File: src/design/vks_pkg.sv
`timescale 1ns / 1ps

package vks_pkg;

  // Full turn in Q9.16 degrees.
  localparam logic [24:0] HEAD_MOD = 25'd23592960;
  // Magnitudes up to this value (Q8.8) snap to zero.
  localparam int SNAP_LIM = 25;

  localparam logic [2:0] CFG_FWD_SPEED = 3'd0;
  localparam logic [2:0] CFG_BWD_SPEED = 3'd1;
  localparam logic [2:0] CFG_LEFT_STEER = 3'd2;
  localparam logic [2:0] CFG_RIGHT_STEER = 3'd3;

  typedef enum logic [3:0] {
    ST_IDLE,
    ST_LAG_SPD,
    ST_LAG_STR,
    ST_MUL_D,
    ST_MUL_H1,
    ST_MUL_H2,
    ST_HEAD_SUM,
    ST_CORDIC_WAIT,
    ST_MUL_X,
    ST_MUL_Z,
    ST_Z_SUM,
    ST_FINISH
  } seq_state_e;

  // Arctangent of 2^-i in Q.24 degrees.
  function automatic logic signed [33:0] atan_q24(input logic [4:0] idx);
    logic signed [33:0] r;
    case (idx)
      5'd0: r = 34'sd754974720;
      5'd1: r = 34'sd445687602;
      5'd2: r = 34'sd235489088;
      5'd3: r = 34'sd119537938;
      5'd4: r = 34'sd60000934;
      5'd5: r = 34'sd30029717;
      5'd6: r = 34'sd15018523;
      5'd7: r = 34'sd7509720;
      5'd8: r = 34'sd3754917;
      5'd9: r = 34'sd1877466;
      5'd10: r = 34'sd938734;
      5'd11: r = 34'sd469367;
      5'd12: r = 34'sd234684;
      5'd13: r = 34'sd117342;
      5'd14: r = 34'sd58671;
      5'd15: r = 34'sd29336;
      5'd16: r = 34'sd14668;
      5'd17: r = 34'sd7334;
      5'd18: r = 34'sd3667;
      5'd19: r = 34'sd1833;
      5'd20: r = 34'sd917;
      5'd21: r = 34'sd458;
      5'd22: r = 34'sd229;
      5'd23: r = 34'sd115;
      default: r = 34'sd0;
    endcase
    return r;
  endfunction

endpackage

File: src/design/vks_wrap.sv
`timescale 1ns / 1ps

// Heading wrap into the turn range by restoring compare-subtract,
// one multiple of the turn per cycle.
module vks_wrap (
  input  logic               clk_i,
  input  logic               rst_ni,
  input  logic               start_i,
  input  logic signed [33:0] head_i,
  output logic               done_o,
  output logic [24:0]        head_o
);

  localparam logic [32:0] MOD33 = {8'd0, vks_pkg::HEAD_MOD};

  logic [31:0] v_q, v_d;
  logic [2:0]  k_q, k_d;
  logic        busy_q, busy_d, done_q, done_d, neg_q, neg_d;
  logic [24:0] res_q, res_d;

  always_comb begin
    logic [32:0] sub;
    logic [31:0] vn;
    v_d = v_q;
    k_d = k_q;
    busy_d = busy_q;
    done_d = done_q;
    neg_d = neg_q;
    res_d = res_q;
    sub = MOD33 << k_q;
    vn = ({1'b0, v_q} >= sub) ? 32'({1'b0, v_q} - sub) : v_q;
    if (start_i) begin
      k_d = 3'd6;
      done_d = 1'b0;
      if (head_i > signed'({9'd0, vks_pkg::HEAD_MOD})) begin
        v_d = 32'(head_i - 34'sd1);
        neg_d = 1'b0;
        busy_d = 1'b1;
      end else if (head_i < 0) begin
        v_d = 32'(-head_i);
        neg_d = 1'b1;
        busy_d = 1'b1;
      end else begin
        res_d = 25'(head_i);
        done_d = 1'b1;
      end
    end else if (busy_q) begin
      v_d = vn;
      if (k_q == 3'd0) begin
        busy_d = 1'b0;
        done_d = 1'b1;
        if (neg_q) begin
          res_d = (vn == 32'd0) ? 25'd0 : 25'(vks_pkg::HEAD_MOD - 25'(vn));
        end else begin
          res_d = 25'(vn + 32'd1);
        end
      end else begin
        k_d = k_q - 1'b1;
      end
    end
  end

  always_ff @(posedge clk_i or negedge rst_ni) begin
    if (!rst_ni) begin
      busy_q <= 1'b0;
      done_q <= 1'b0;
      k_q <= '0;
    end else begin
      busy_q <= busy_d;
      done_q <= done_d;
      k_q <= k_d;
    end
  end

  always_ff @(posedge clk_i) begin
    v_q <= v_d;
    neg_q <= neg_d;
    res_q <= res_d;
  end

  assign done_o = done_q;
  assign head_o = res_q;

endmodule

File: config.mk
export PLATFORM = sky130hd
export DESIGN_NAME = vks_wrap
export DESIGN_NICKNAME = d
export VERILOG_FILES = /design/src/design/vks_pkg.sv /design/src/design/vks_wrap.sv
export SDC_FILE = /design/constraint.sdc
export NUM_CORES = 1
export LEC_CHECK = 0
export BUFFER_PORTS_ARGS = -buffer_cell sky130_fd_sc_hd__buf_2
export CAP_MARGIN = 20
export CORE_MARGIN = 2
export CORE_UTILIZATION = 52
export DETAILED_ROUTE_END_ITERATION = 12
export GPL_TIMING_DRIVEN = 1
export PLACE_DENSITY = 0.72
export SLEW_MARGIN = 5
export SYNTH_ARGS = -nofsm -noshare
export SYNTH_HDL_FRONTEND = slang
export SYNTH_SLANG_ARGS = --single-unit
File: constraint.sdc
create_clock -name clk_i -period 9.7 [get_ports clk_i]
set_clock_uncertainty 0.05 [all_clocks]
set_input_delay 0.485 -clock clk_i [delete_from_list [all_inputs] [get_ports clk_i]]
set_output_delay 0.485 -clock clk_i [all_outputs]
set_load 0.01 [all_outputs]
Word-level counts from Yosys, hierarchy flattened. Cells that the tools add are included.

Bits in registers: 63. Input port bits: 37.

$lt $le $gt $ge: 3. Shift operators: 1. Reductions and logical operators: 10. Muxes and demuxes: 25. Equal/unequal tests: 4. Add/sub/neg operators: 6.

Operators by type and width (number): $mux W25 (7); $mux W32 (5); $gt A34 B26 Y1 const B (1); $lt A34 B1 Y1 const B (1); $ge A32 B33 Y1 (1); $shl A25 B3 Y33 const A (1); $logic_not A32 Y1 (1); $neg A32 Y32 (1); $sub A32 B2 Y32 const B (1); $sub A32 B32 Y32 (1); $add A25 B1 Y25 const B (1); $sub A25 B25 Y25 const A (1); $mux W1 (10); $mux W3 (3); $reduce_and A2 Y1 (4); $ne A2 B2 Y1 const B (3); $reduce_bool A2 Y1 (3); $reduce_and A4 Y1 (1); $logic_not A3 Y1 (1); $ne A3 B1 Y1 const B (1); $sub A3 B1 Y3 const B (1).

Depth between registers and ports, before layout. Gate-level depths: netlist of the first run.

Depth in word-level cells: 9. Mapped depth: 17. Depth with buffers taken out: 14.

Worst setup path after synthesis of the first run. Ideal clock, no wire load.

Path kind: flip-flop to flip-flop. Start point: reg k_q[0]. End point: reg res_q[18] (netlist: head_o[18]) (data pin). Stages on the path, launching flop included: 15. Required time: 9383 ps. Setup slack: 6009 ps. Arrival: 3374 ps. Cell sequence: dfrtp_1 > inv_1 > ha_1 > or2_2 > ha_1 > and4_1 > o21ai_0 > a21oi_1 > or2_2 > clkbuf_1 > nand4_1 > a2111oi_4 > a21oi_2 > a221oi_1 > a21oi_1.

Word-level cells in the longest chain between the ends: 9. Elaborated cells on any way between the ends: 12. Classes of those cells: 3 x add/sub; 1 x order compare; 1 x shift; 6 x mux; 1 x reduce/logical.

Ends and longest elaborated chain: start: declaration (line vks_wrap.sv:17) `logic [2:0] k_q, k_d;`; start signal: assignment (line vks_wrap.sv:71) `k_q <= k_d;`; $shl A25 B3 Y33 (*) (line vks_wrap.sv:30) `sub = MOD33 << k_q;`; $sub A32 B32 Y32 / $ge A32 B33 Y1 (equally long branches) (line vks_wrap.sv:31) `vn = ({1'b0, v_q} >= sub) ? 32'({1'b0, v_q} - sub) : v_q;`; $mux W32 (*) (line vks_wrap.sv:31); $sub A25 B25 Y25 / $logic_not A32 Y1 (equally long branches) (line vks_wrap.sv:53) `res_d = (vn == 32'd0) ? 25'd0 : 25'(vks_pkg::HEAD_MOD - 25'(vn));`; $mux W25 (line vks_wrap.sv:53); $mux W25 (*) (line vks_wrap.sv:52) `if (neg_q) begin`; $mux W25 (*) (line vks_wrap.sv:49) `if (k_q == 3'd0) begin`; $mux W25 (*) (line vks_wrap.sv:47) `end else if (busy_q) begin`; $mux W25 (*) (line vks_wrap.sv:32) `if (start_i) begin`; named net res_d[18] (line vks_wrap.sv:19) `logic [24:0] res_q, res_d;`; end signal: assignment (line vks_wrap.sv:78) `res_q <= res_d;`; end: declaration (line vks_wrap.sv:19).

The timed path passes the listed nets; every way through them passes the cells marked *. The select of a mux whose other input is x is not followed. A chain may end at the register's enable or synchronous reset.

Worst setup path in the final report of the first run.
Start point: reg k_q[0]. End point: reg res_q[19] (netlist: head_o[19]) (data pin).

The elaborated chain is that of the path after synthesis.

==> results of run 1 <==
[area by class of cell]
cell class              count  area share (%)
clock inverters             7           2.282
well taps                 140           2.802
inverters                  21           1.261
repair buffers             67           5.665
flip-flops and latches     63           29.86
multi-input cells         535           56.14
clock buffers               9           1.982
[cell usage after synthesis (all sizes together) (2+ instances only)]
library cell / n
nor3b: 2
nand3: 22
a22oi: 10
o211ai: 8
o21a: 7
and2: 4
a31oi: 3
or2: 6
xor2: 35
mux2: 2
buf: 14
nand3b: 5
nor2: 73
a221oi: 3
and4: 4
inv: 21
or4: 5
nand4: 8
a211oi: 6
ha: 25
xnor2: 68
nor3: 29
mux2i: 13
o21ai: 32
nor4: 11
clkbuf: 22
dfrtp: 5
nand2b: 4
a21o: 6
nor2b: 2
nand2: 60
or3: 5
a21oi: 49
a211o: 4
edfxtp: 58
and3: 7
[worst reg2reg max path: cells and delay by family, from the launching register on]
family / cells / cell delay (ns)
AO/OA/AOI/OAI: 6 / 1.92
adder cells (fa/ha/maj): 2 / 0.65
buffers and inverters: 1 / 0.16
flip-flops: 1 / 0.43
AND/OR/NAND/NOR: 4 / 1.12
[path summary, 6_finish.rpt]
path / endpoint / slack (ns) / depth (start not counted)
worst max-delay path: head_o[19]$_DFFE_PP_ / 5.20 / 13
worst min-delay path: k_q[2]$_DFFE_PN0P_ / 0.43 / 2
worst max register to register: head_o[19]$_DFFE_PP_ / 5.20 / 13
worst min register to register: done_o$_DFFE_PN0P_ / 0.48 / 2
max in group asynchronous: busy_q$_DFFE_PN0P_ / 9.03 / 2
min in group clk_i: head_o[12]$_DFFE_PP_ / 0.43 / 3
[metal layers]
layer | up-vias | track usage [%]
li1 | 2449 | -
met1 | 2377 | 36.60
met2 | 232 | 41.37
met3 | 15 | 5.666
met4 | 0 | 6.593
met5 | - | 0
[sequential cells by signal, indices dropped and copies added, names as in the netlist]
| register | flops |
|---|---|
| busy_q | 1 |
| done_o | 1 |
| head_o | 25 |
| k_q | 3 |
| neg_q | 1 |
| v_q | 32 |
[per-stage QoR]
stage | worst slack, ns | cell area (sq um) | hold WS [ns]
final | 5.196 | 6251 | 0.4273
after global routing | 4.871 | 6251 | 0.4252
after CTS | 5.254 | 6240 | 0.4179
after detailed placement | 5.287 | 5963 | 0.2640
after global placement | 5.590 | 5963 | 0.2573
after floorplan | 6.009 | 5643 | 0.1394
[where the power goes]
part	internal, mW	switching, mW
clock network	0.198	0.116
logic	0.446	0.696
registers	0.380	0.0776
[timing repair]
| action | in CTS | in global routing |
|---|---|---|
| hold buffers | 1 | 0 |
| hold endpoints to repair | 5 | 0 |
| setup endpoints to repair | 0 | 0 |
[logic make-up after synthesis]
family / Yosys count / share of synthesized area, %
simple gates: 249 / 21.66
compound gates: 143 / 16.30
xor+xnor: 103 / 15.99
flops: 63 / 33.08
buf+inv: 57 / 4.723
fa+ha+maj: 25 / 5.543
mux: 15 / 2.705
==> results.cfg, run 1 <==
[detailed_routing]
viasPerCell = 6.025
antenna_left = 0
dr_wl_met2_mm = 6.998
routed_wl_mm = 15.17
m1WireLength_mm = 6.561
drt-initial-drc-count = 467
num_vias = 5073
route.top_layer_used = met4
wire_per_inst_um = 18.02
drc = 0
drt_pass1_iterations = 5
wl_met3_mm = 1.412

[global_routing]
grt_pass1_vias = 4629
grt_first_pass_wirelength_mm = 23.60
grt_max_degree = 86
overflow = 0
grtUsageTotal_pct = 26.17
grt_antenna_before_repair = 0

[critical_path]
critPathCaptureType = register
rr_startpoint = k_q[0]$_DFFE_PN0P_
crit_top_cell = ha_1
crit_required_ns = 9.83
slowest_delay_ns = 0.49
cp-start-kind = register
arrival_ns = 4.64
crit_buf_inv = 1
crit_start = k_q[0]$_DFFE_PN0P_
path_class = register to register
path_cells = inv_1 > ha_1 > or2_2 > ha_1 > and4_1 > o21ai_0 > a21oi_1 > nor2_1 > a211oi_1 > a2111oi_4 > a21oi_2 > nand2_4 > o211ai_1
slowest_stage = a21oi_1
path_max_fanout = 15
crit_family = compound AO/OA/AOI/OAI gates

[yosys]
syn_area_sq_um = 5643
avgSynthCellArea_sq_um = 8.615
synth_top_area_share_pct = 30.86
seq_area_frac_synth_pct = 33.08
synth_edf_count = 58
syn_nets = 717
yosysWarnings = 0
synth_flop_cell = edfxtp_1
synthArstFlopShare_pct = 7.937
synth_area_leaders = edfxtp_1 (31%), xnor2_1 (11%), ha_1 (5.5%)
synth-seq-cells = 63
yosysTopAreaCell = edfxtp_1
synth_cell_types = 62
syn_inst = 655

[clocking]
ctsHtreeMaxLevel = 3
cts-root-buf = clkbuf_8
cts.clk_slew.worst_paths_ns = 0.07
cts_max_path_buffers = 2
numCtsBuffers = 9
tritoncts = built
cts_sinks = 63
cts_setup_buffers = 0
ctsResizeCount = 0
clk-insertion-delay-late_ns = 0.36

[placed_design]
port_buffers = 62
post-place-cells = 824
finalWeightedCongestion = 0.9164
dp_hpwl_mm = 11.04

[floorplan]
num_rows = 38
dieHeight_um = 108.2
die_w_um = 108.2
start_util_pct = 52.75
dieArea_sq_um = 11700
num_io_pins = 63
coreArea_sq_um = 10700

[timing]
fin_tns_setup_ns = 0
setup-violations-final = 0
final-hold-violation-count = 0
timing.fmax_mhz = 222.0
rsz0062_at_grt = no
period_minus_slack_ns = 4.504
slew_headroom_pct = 32.38
slew_viol_final = 0
period_share_pct = 46.44
tightest_slew_ns = 1.014

[power]
total_power_mw = 1.913
p_leak_nw = 2.394
ir_worst_vdd_mv = 0.2183
p_per_area_nw_per_um2 = 306.0

[cells_and_area]
diodes = 0
final_common_cell = nor2_1
ff_latch_area_sq_um = 1867
layout_common_cells = nor2_1 (73), xnor2_1 (68), buf_2 (62)
area_growth_pct = 10.78
nFillCells = 984
fin_cells = 842
num-nets-final = 759
multi_input_area_sq_um = 3510
finish.utilization_pct = 58.43
drive_gt1_share_pct = 14.25

[job]
maxCapViolCount = 0

[worst_hold_path]
min_path_type = primary input to async pin

[status]
run_status = finished clean
(Power assumes the default switching activity.)
==> run 2: changes to the inputs <==
Settings changed: ABC_AREA set to 1, PLACE_DENSITY 0.72 to 0.71.
Clock period 9.7 ns to 4.69 ns, I/O delays scaled along.
==> run 2 against run 1 <==
  * Die area is 14% higher
  * Wire length is 13% higher
  * Area after synthesis is 15% higher
  * Clock power is 120% higher
  * Worst hold slack worse by 0.31 ns
  * Core utilization is 0.84 points higher
  * Sequential power is 110% higher
  * Final cell count is 38% higher
  * Count of clock-buffer cells in the layout is 2 higher
  * First-iteration DRC count is 22% higher
  * Largest cell class unchanged
==> results.cfg, run 2 <==
[status]
run_status = finished clean

[yosys]
synth_edf_count = 58
seq_area_frac_synth_pct = 28.81
avgSynthCellArea_sq_um = 6.908
syn_area_sq_um = 6480
synthXorXnorAreaFrac_pct = 10.27
syn_nets = 1000
yosysWarnings = 0
synth_most_common_cell = nand2_1
synth_area_leaders = edfxtp_1 (27%), nand2_1 (12%), xor2_1 (8.2%)
synthArstFlopShare_pct = 7.937
synth_cell_types = 44
synth-seq-cells = 63
yosys.area_share.simple_pct = 35.84
yosysTopAreaCell = edfxtp_1
synth_top_family_by_area = simple AND/OR/NAND/NOR gates
synth_common_cells = nand2_1 (212), nor2_1 (136), inv_1 (109)
yosys.area_share.adder_pct = 4.827
syn_inst = 938
synth_flop_cell = edfxtp_1
synth_compound_area_share_pct = 10.81
muxShareOfSynthArea_pct = 0
synth_top_area_share_pct = 26.88

[cells_and_area]
area_growth_pct = 10.79
drive_gt1_share_pct = 14.75
design_area_sq_um = 7179
largest_register = v_q
final_common_cell = nand2_1
nFillCells = 1191
num-nets-final = 1047
largest_reg_flops = 32
diodes = 0
layout_common_cells = nand2_1 (212), nor2_1 (135), inv_1 (108)

[critical_path]
r2r_cells = 20
crit_start = k_q[0]$_DFFE_PN0P_
crit_family = simple AND/OR/NAND/NOR gates
crit_buf_inv = 2
path_class = register to register
slowest_stage = dfrtp_1
path_max_fanout = 18
slowest_delay_ns = 0.43
arrival_ns = 3.94
rr_startpoint = k_q[0]$_DFFE_PN0P_
critPathCaptureType = register
regToRegSetupSlack_ns = 0.76
crit_top_cell = nand2_1
cp-start-kind = register
crit_end = head_o[0]$_DFFE_PP_
path_cells = inv_1 > ha_1 > o21ai_0 > ha_1 > nand2_2 > inv_2 > a21oi_2 > nand2_2 > nand2_4 > nand3_4 > nand2_1 > nand2_1 > nor2_1 > nand2_1 > nor2_4 > nand3_4 > nand2_1 > nand2_1 > nand2_1 > o21ai_0
timing.rr.end = head_o[0]$_DFFE_PP_
cp.depth = 20
crit_required_ns = 4.70

[timing]
setup-violations-final = 0
slew_viol_final = 0
tightest_slew_ns = 0.8369
slew_headroom_pct = 44.21
period_minus_slack_ns = 3.935
timing.fmax_mhz = 254.1
period_share_pct = 83.90
final-hold-violation-count = 0
fin_tns_setup_ns = 0
rsz0062_at_grt = no

[worst_hold_path]
min_path_type = primary input to register
hold_start = head_i[33]

[detailed_routing]
num_vias = 6162
drc = 0
drt_pass1_iterations = 5
drt-initial-drc-count = 569
antenna_left = 0
viasPerCell = 5.321
routed_wl_mm = 17.07
wire_per_inst_um = 14.74

[floorplan]
dieHeight_um = 115.6
die_w_um = 115.6
num_io_pins = 63
num_rows = 40
start_util_pct = 53.50
coreArea_sq_um = 12110
dieArea_sq_um = 13370

[placed_design]
port_buffers = 62
dp_hpwl_mm = 13.27
finalWeightedCongestion = 0.9271
dpl_cell_area_sq_um = 6864

[global_routing]
grtUsageTotal_pct = 26.26
grt_first_pass_wirelength_mm = 27.05
grt_pass1_vias = 5400
grt_max_degree = 92
grt_antenna_before_repair = 0
overflow = 0

[power]
p_leak_nw = 3.275
p_per_area_nw_per_um2 = 650.1
ir_worst_vdd_mv = 0.3312

[clocking]
tritoncts = built
cts_max_path_buffers = 2
cts.clk_slew.worst_paths_ns = 0.05
numCtsBuffers = 9
ctsHtreeMaxLevel = 3
cts_sinks = 63
clk-insertion-delay-late_ns = 0.34
cts-root-buf = clkbuf_16

[job]
maxCapViolCount = 0
run 2: where the power goes:
| group | total (mW) | switching [mW] | internal, mW |
|---|---|---|---|
| clock | 0.694 | 0.234 | 0.460 |
| combinational | 3.03 | 2.01 | 1.02 |
| sequential | 0.945 | 0.134 | 0.811 |
| total | 4.67 | 2.38 | 2.29 |
run 2: logic make-up (layout without fill, tap and decap cells):
group / after synthesis / in the layout
AOI/OAI and AO/OA: 127 / 127
xor gates and xnor gates: 76 / 76
adders and majority gates: 25 / 25
buffers and inverters: 147 / 199
DFF: 63 / 63
and+or+nand+nor: 500 / 500
run 2: layout make-up:
| type | instances | area (sq um) | share of cell area, % |
|---|---|---|---|
| Sequential cell | 63 | 1867 | 26.00 |
| Multi-Input combinational cell | 728 | 4008 | 55.82 |
| Tap cell | 168 | 210.2 | 2.928 |
| Clock inverter | 5 | 72.57 | 1.011 |
| Inverter | 115 | 431.7 | 6.013 |
| Timing Repair Buffer | 68 | 357.8 | 4.984 |
| Clock buffer | 11 | 232.7 | 3.242 |
run 2: through the flow:
step                worst slack, ns  power, mW  hold slack, ns  instances  util [%]
global placement             0.9258      3.915        0.006379       1141     56.67
global route                 0.4699      5.120          0.1466       1158     59.28
floorplan                     1.635      3.354         -0.1111        938         -
CTS                          0.8128      4.647          0.1160       1158     59.28
detailed placement           0.8167      3.932        0.006762       1141     56.67
finish                       0.7553      4.667          0.1216       1158     59.28
run 2: worst min-delay path by stage:
stage	end	slack [ns]	cells past startpoint
after floorplan	busy_q$_DFFE_PN0P_	-0.11	0
after global placement	done_o$_DFFE_PN0P_	0.006	1
after detailed placement	done_o$_DFFE_PN0P_	0.007	1
after CTS	busy_q$_DFFE_PN0P_	0.12	3
after global routing	busy_q$_DFFE_PN0P_	0.15	3
final	busy_q$_DFFE_PN0P_	0.12	3
run 2: routing by layer:
metal	part of all wire [%]	GRT usage [%]	up-vias
met2	40	36.53	261
met3	9.2	6.172	16
met5	0	0	-
met4	1.6	6.032	0
li1	-	-	3156
met1	49	40.95	2729
run 2: timing repair:
item	4_1_cts	5_1_grt
resized for setup	0	0
hold endpoints to repair	5	0
hold buffers	1	0
setup buffers	0	0
run 2: tightest hold or removal path, delay by kind of cell:
family                 cells  cell delay [ns]
AO/OA/AOI/OAI              1             0.08
buffers and inverters      2             0.17
==> run 3: changes to the inputs <==
Clock period 4.69 ns to 3.8 ns, I/O delays scaled along.
==> run 3 against run 2 <==
  * Via count up 0.50%
  * Critical path depth down 2
  * Count of clock-buffer cells in the layout unchanged
  * Maximum frequency up 12%
  * Sequential share of layout area down 0.14 points
  * Worst hold slack worse by 0.045 ns
  * Die area unchanged
  * Global-route usage down 0.44 points
  * First-iteration DRC count down 3.0%
  * Largest cell class unchanged
==> results.cfg, run 3 (synthesized netlist as in run 2, its figures left out) <==
[clocking]
ctsHtreeMaxLevel = 3
cts_max_path_buffers = 2
tritoncts = built
cts-root-buf = clkbuf_16
cts_sinks = 63
clk-insertion-delay-late_ns = 0.33
cts.clk_slew.worst_paths_ns = 0.05
numCtsBuffers = 9

[detailed_routing]
viasPerCell = 5.316
antenna_left = 0
num_vias = 6193
drt_pass1_iterations = 5
drt-initial-drc-count = 552
wire_per_inst_um = 14.44
routed_wl_mm = 16.82
drc = 0

[timing]
final-hold-violation-count = 0
slew_viol_final = 0
fin_ws_ns = 0.2742
fin_tns_setup_ns = 0
setup-violations-final = 0
slew_headroom_pct = 43.78
rsz0062_at_grt = no
finalHoldWorstSlack_ns = 0.07623
period_minus_slack_ns = 3.526
tightest_slew_ns = 0.8433
period_share_pct = 92.78
timing.fmax_mhz = 283.6

[global_routing]
grt_first_pass_wirelength_mm = 26.92
grtUsageTotal_pct = 25.82
grt_pass1_vias = 5342
grt_max_degree = 92
grt_antenna_before_repair = 0
overflow = 0

[placed_design]
dpl_cell_area_sq_um = 6902
finalWeightedCongestion = 0.9585
post-place-cells = 1146
dp_hpwl_mm = 13.13
port_buffers = 62
pre_cts_slack_ns = 0.1372

[cells_and_area]
drive_gt1_share_pct = 15.95
diodes = 0
num-nets-final = 1054
largest_register = v_q
finish.utilization_pct = 59.61
largest_reg_flops = 32
nFillCells = 1197
design_area_sq_um = 7219
final_common_cell = nand2_1
fin_cells = 1165
layout_common_cells = nand2_1 (212), nor2_1 (134), inv_1 (107)
area_growth_pct = 11.41

[critical_path]
path_cells = inv_1 > ha_1 > or2_2 > ha_1 > nand2_1 > nor2_2 > nand2_1 > nor2_1 > nor2_2 > nand3_4 > inv_1 > nand2_1 > nand2_1 > nor2_1 > nand3_4 > buf_4 > nand3b_2 > a21oi_2
arrival_ns = 3.55
slowest_delay_ns = 0.39
crit_top_cell = nand2_1
critPathCaptureType = register
crit_required_ns = 3.82
crit_buf_inv = 3
slowest_stage = dfrtp_1
crit_family = simple AND/OR/NAND/NOR gates
cp-start-kind = register
regToRegSetupSlack_ns = 0.27
path_class = register to register
path_max_fanout = 17

[floorplan]
num_io_pins = 63
start_util_pct = 53.50
die_w_um = 115.6
dieArea_sq_um = 13370
dieHeight_um = 115.6
coreArea_sq_um = 12110
num_rows = 40

[power]
p_leak_nw = 3.293
p_per_area_nw_per_um2 = 802.1
ir_worst_vdd_mv = 0.4077
total_power_mw = 5.791

[worst_hold_path]
min_path_type = primary input to register

[status]
run_status = finished clean

[job]
maxCapViolCount = 0
-- run 3: layout make-up --
class,count,area (sq um),area share (%)
clock inverters,5,32.53,0.4506
flip-flops and latches,63,1867,25.86
clock buffers,11,252.7,3.501
repair buffers,75,410.4,5.685
multi-input cells,728,4015,55.62
inverters,115,431.7,5.979
well taps,168,210.2,2.912
-- run 3: worst paths after layout --
check | startpoint | to | cells after the start
setup / recovery | k_q[1]$_DFFE_PN0P_ | head_o[11]$_DFFE_PP_ | 18
min in group asynchronous | rst_ni | k_q[1]$_DFFE_PN0P_ | 2
hold reg to reg | done_o$_DFFE_PN0P_ | done_o$_DFFE_PN0P_ | 2
hold / removal | head_i[33] | busy_q$_DFFE_PN0P_ | 3
setup reg to reg | k_q[1]$_DFFE_PN0P_ | head_o[11]$_DFFE_PP_ | 18
max in group asynchronous | rst_ni | busy_q$_DFFE_PN0P_ | 2
-- run 3: worst register-to-register path, delay by kind of cell, from the launching register on --
kind / cells / cell delay, ns
AND/OR/NAND/NOR: 12 / 1.69
adder cells (fa/ha/maj): 2 / 0.60
buffers and inverters: 3 / 0.48
flip-flops: 1 / 0.39
AO/OA/AOI/OAI: 1 / 0.06
-- run 3: report_power, final --
group,internal (mW),switching (mW)
registers,1.00,0.161
clock network,0.474,0.302
logic,1.34,2.51
-- run 3: timing repair --
action,4_1_cts,5_1_grt
buffers inserted,0,2
endpoints found under the setup margin,0,15
endpoints found under the hold margin,5,0
hold buffers,1,0
gates resized for setup,0,4
-- run 3: per-layer routing --
layer  track usage (%)  routed length (um)  up-vias
li1                  -                   -     3173
met1             40.47                8145     2752
met2             36.73                6819      256
met3             5.021                1659       12
met4             5.397                 195        0
met5                 0                   0        -
